**src/hw/rtl/lapsharp_pkg.sv**
```systemverilog
// Shared types, constants and sizes for the 3x3 Laplacian RGB sharpening block.
// No dependencies; the kernel and top-level files refer to it by scoped names.
package lapsharp_pkg;

  // Line store depth (longest supported row) and derived widths
  localparam int unsigned MAX_WIDTH = 1024;
  localparam int unsigned COL_W     = $clog2(MAX_WIDTH);
  localparam int unsigned WREG_W    = 11;
  localparam int unsigned HREG_W    = 12;
  localparam int unsigned CFG_DW    = 12;

  // Register reset values and clamp limits
  localparam logic [WREG_W-1:0] WIDTH_RST  = WREG_W'(640);
  localparam logic [HREG_W-1:0] HEIGHT_RST = HREG_W'(480);
  localparam logic [WREG_W-1:0] WIDTH_MIN  = WREG_W'(3);
  localparam logic [WREG_W-1:0] WIDTH_MAX  = WREG_W'(MAX_WIDTH);
  localparam logic [HREG_W-1:0] HEIGHT_MIN = HREG_W'(3);

  // Register indexes
  localparam logic CFG_WIDTH  = 1'b0;
  localparam logic CFG_HEIGHT = 1'b1;

  // Input commands
  localparam logic CMD_PIXEL = 1'b0;
  localparam logic CMD_DRAIN = 1'b1;

  // Output queue
  localparam int unsigned OQ_DEPTH = 8;
  localparam int unsigned OQ_PTR_W = $clog2(OQ_DEPTH);
  localparam int unsigned OQ_CNT_W = OQ_PTR_W + 1;

  typedef struct packed {
    logic [7:0] red;
    logic [7:0] green;
    logic [7:0] blue;
  } pixel_t;

  // 3x3 neighborhood, indexed [row][column], [1][1] is the center
  typedef pixel_t [2:0][2:0] win_t;

  typedef struct packed {
    pixel_t px;
    logic   frame_end;
  } result_t;

  // Control and payload of the word held between accept and memory read-out
  typedef struct packed {
    logic             pix;
    logic             drn;
    logic             first;
    logic             border;
    logic             second;
    logic             frame_end;
    logic [COL_W-1:0] col;
    pixel_t           px;
  } s1_t;

endpackage

```
**src/hw/rtl/lapsharp_kernel.sv**
```systemverilog
// 3x3 sharpening kernel: 9*center minus the eight neighbors, clamped to 0..255.
// Depends on lapsharp_pkg for the pixel and window types.
module lapsharp_kernel (
  input  lapsharp_pkg::win_t   win_i,
  output lapsharp_pkg::pixel_t sharp_o
);

  logic [2:0][7:0] chan_win [3][3];
  logic [2:0][7:0] chan_res;

  // Split every window pixel into its three channels (2 = red, 0 = blue)
  always_comb begin
    for (int r = 0; r < 3; r++) begin
      for (int c = 0; c < 3; c++) begin
        chan_win[r][c] = win_i[r][c];
      end
    end
  end

  // Per channel: weighted center minus neighbor sum, then clamp
  always_comb begin
    logic [11:0] ctr9;
    logic [10:0] nsum;
    logic signed [12:0] diff;
    for (int k = 0; k < 3; k++) begin
      ctr9 = {1'b0, chan_win[1][1][k], 3'b000} + 12'(chan_win[1][1][k]);
      nsum = 11'(chan_win[0][0][k]) + 11'(chan_win[0][1][k]) + 11'(chan_win[0][2][k])
           + 11'(chan_win[1][0][k]) + 11'(chan_win[1][2][k])
           + 11'(chan_win[2][0][k]) + 11'(chan_win[2][1][k]) + 11'(chan_win[2][2][k]);
      diff = $signed({1'b0, ctr9}) - $signed({2'b00, nsum});
      if (diff < 0) begin
        chan_res[k] = 8'd0;
      end else if (diff > 13'sd255) begin
        chan_res[k] = 8'd255;
      end else begin
        chan_res[k] = diff[7:0];
      end
    end
  end

  assign sharp_o = chan_res;

endmodule

```
**config.mk**
```make
export PLATFORM = sky130hd
export DESIGN_NAME = lapsharp_kernel
export DESIGN_NICKNAME = d
export VERILOG_FILES = /design/src/hw/rtl/lapsharp_pkg.sv /design/src/hw/rtl/lapsharp_kernel.sv
export SDC_FILE = /design/constraint.sdc
export NUM_CORES = 1
export LEC_CHECK = 0
export BUFFER_PORTS_ARGS = -buffer_cell sky130_fd_sc_hd__buf_2
export CAP_MARGIN = 40
export CORE_UTILIZATION = 45
export DETAILED_ROUTE_END_ITERATION = 8
export PLACE_DENSITY_LB_ADDON = 0.25
export SLEW_MARGIN = 20
export SYNTH_ARGS = -nofsm -noshare
export SYNTH_HDL_FRONTEND = slang
export SYNTH_SLANG_ARGS = --single-unit
```
**constraint.sdc**
```tcl
create_clock -name vclk -period 7
set_input_delay 0.35 -clock vclk [all_inputs]
set_output_delay 0.35 -clock vclk [all_outputs]
set_load 0.01 [all_outputs]
```
==> impl_metrics.py <==
metrics = {
    "setup_path": {
        "crit_type": "input port to primary output",
        "end_kind": "primary output",
        "slowest_stage": "nor4_4",
        "worstPathMaxFanout": 8,
        "endpoint": "sharp_o[22]",
        "crit_top_cell": "fa_1",
        "critPathMaxStageDelay_ns": 0.56,
        "worstPathRequired_ns": 6.65,
        "worst_setup_path_start_kind": "input port",
        "critical_path_arrival_ns": 5.39,
        "setup.worst_path.start": "win_i[115]",
        "cp_cell_sequence": "buf_2 -> fa_1 -> fa_1 -> inv_1 -> fa_1 -> inv_1 -> fa_1 -> inv_1 -> fa_1 -> inv_1 -> ha_1 -> and3_1 -> a221oi_1 -> o21ai_1 -> xnor2_2 -> nor4_4 -> a21oi_1 -> buf_2",
    },
    "synth": {
        "syn_area_per_cell_um2": 9.45,
        "yosysUniqueCellTypes": 55,
        "syn_area_um2": 7150,
        "syn_inst": 757,
        "synth_simple_gate_area_share_pct": 5.07,
        "synth_fa_ha_area_share_pct": 64.1,
        "syn_nets": 1228,
        "synth_compound_area_share_pct": 11.6,
        "synthXorXnorAreaFrac_pct": 3.78,
        "synth_mux_area_share_pct": 0.577,
        "yosysSeqAreaShare_pct": 0,
        "synth_top_family_by_area": "adder cells",
        "yosys_warnings": 0,
    },
    "global_routing": {
        "grt_start_max_net_pins": 12,
        "antenna_found_initial": 0,
        "grt.overflow.total": 0,
        "grt_first_pass_wirelength_um": 24000,
        "grtUsageTotal_pct": 17.5,
        "grt_pass1_vias": 5764,
    },
    "route": {
        "wl_um": 13700,
        "wl_per_cell_um": 11.4,
        "drc": 0,
        "drt_iter0_markers": 124,
        "via_count": 5541,
        "first_pass_iters": 4,
        "viasPerCell": 4.61,
        "drt.antenna.violating_nets": 0,
    },
    "sta": {
        "fin_tns_setup_ns": 0,
        "worst_slew_pin_slew_ns": 0.789,
        "setup_viol_count_final": 0,
        "slew_headroom_pct": 47.3,
        "fin_crit_sh_pct": 82.0,
        "hold_viol": 0,
        "finalMaxSlewViolations": 0,
        "rsz0062_at_grt": "false",
        "fmax_mhz": 174,
        "fin_crit_ns": 5.74,
    },
    "finish": {
        "layout.clock_buffers": 0,
        "final_cell_mix": "inv_1 (275), buf_2 (240), fa_1 (186), ha_1 (69), a21oi_1 (41)",
        "num_antenna_cells": 0,
        "design.seq.count": 0,
        "multiInputGateArea_um2": 6090,
        "area_growth_pct": 20.1,
        "final_common_cell": "inv_1",
        "register_area_um2": 0,
        "fin_nets": 1463,
        "nFillCells": 1429,
        "final_layout_size_suffix_gt1_share_pct": 25.6,
    },
    "die": {
        "coreArea_um2": 15400,
        "row_count": 45,
        "die_h_um": 128,
        "initial_core_util_pct": 46.5,
        "die_w_um": 128,
        "io_pins": 240,
        "die_area_um2": 16400,
    },
    "cts": {
        "cts_hold_buf": 0,
        "postCtsSetupRepairBufs": 0,
        "cts_resized": 0,
    },
    "status": {
        "status": "finished clean",
    },
    "job": {
        "drv_cap": 0,
    },
    "place": {
        "gp_congestion": 0.839,
        "port-buffer-count": 240,
        "dp_hpwl_um": 13300,
    },
    "min_path": {
        "hp-class": "input port to primary output",
    },
}
cell type report:
cell class         count  share of cell area (%)
inverters            275                    12.0
multi-input cells    475                    70.9
well taps            211                    3.07
repair buffers       240                    14.0
metrics by stage:
step / util (%) / hold WS (ns) / worst slack (ns) / instance area (um2) / std cells
global route: 55.9 / 1.33 / 1.06 / 8590 / 1201
finish: 55.9 / 1.28 / 1.26 / 8590 / 1201
global placement: 55.9 / 1.28 / 1.43 / 8590 / 1201
CTS: 55.9 / 1.29 / 1.28 / 8590 / 1201
detailed placement: 55.9 / 1.28 / 1.28 / 8590 / 1201
floorplan: - / 0.884 / 1.91 / 7150 / 757
cells in the mapped netlist, types with 3 or more instances:
master / number / area, um2
inv_1: 275 / 1030
nand2b_1: 4 / 25.0
nand3_1: 8 / 40.0
a21oi_1: 41 / 205
mux2i_1: 3 / 30.0
o211ai_1: 5 / 37.5
fa_1: 186 / 3720
o21ai_1: 4 / 20.0
xnor2_1: 19 / 166
nor2b_1: 3 / 18.8
o21a_1: 10 / 75.1
nor2_1: 17 / 63.8
a211oi_1: 9 / 67.6
clkbuf_1: 7 / 26.3
ha_1: 69 / 863
nand2_1: 12 / 45.0
o21ai_0: 10 / 50.1
nor3_1: 5 / 25.0
xor2_1: 10 / 87.6
a21o_1: 15 / 113
cells by family (layout without fill, tap and decap cells):
group	count (synthesis)	after routing
xor gates and xnor gates	30	30
AOI/OAI and AO/OA	122	122
muxes	4	4
adders and majority gates	255	255
and+or+nand+nor	64	64
buffers and inverters	282	515
worst max-delay path, delay by kind of cell:
kind / cells / cell delay, ns
fa+ha+maj: 6 / 2.83
compound gates: 3 / 0.79
simple gates: 2 / 0.73
xor+xnor: 1 / 0.18
buf+inv: 6 / 0.52
metal layers:
layer | global-route usage, % | wire, um | vias to the layer above
li1 | - | - | 2723
met1 | 22.4 | 5820 | 2688
met2 | 34.8 | 7420 | 126
met3 | 0.376 | 468 | 4
met4 | 0.346 | 22 | 0
met5 | 0 | 0 | -
how the worst min path moves through the flow:
| stage | startpoint | to | slack [ns] | depth (start not counted) |
|---|---|---|---|---|
| after CTS | win_i[104] | sharp_o[8] | 1.29 | 4 |
| final | win_i[104] | sharp_o[8] | 1.28 | 4 |
| after global routing | win_i[112] | sharp_o[16] | 1.33 | 4 |
| after detailed placement | win_i[104] | sharp_o[8] | 1.28 | 4 |
| after global placement | win_i[104] | sharp_o[8] | 1.28 | 4 |
| after floorplan | win_i[96] | sharp_o[0] | 0.88 | 2 |
Power is not shown: default switching activity piles up to over one toggle a cycle in this logic, so the estimate is an artifact.
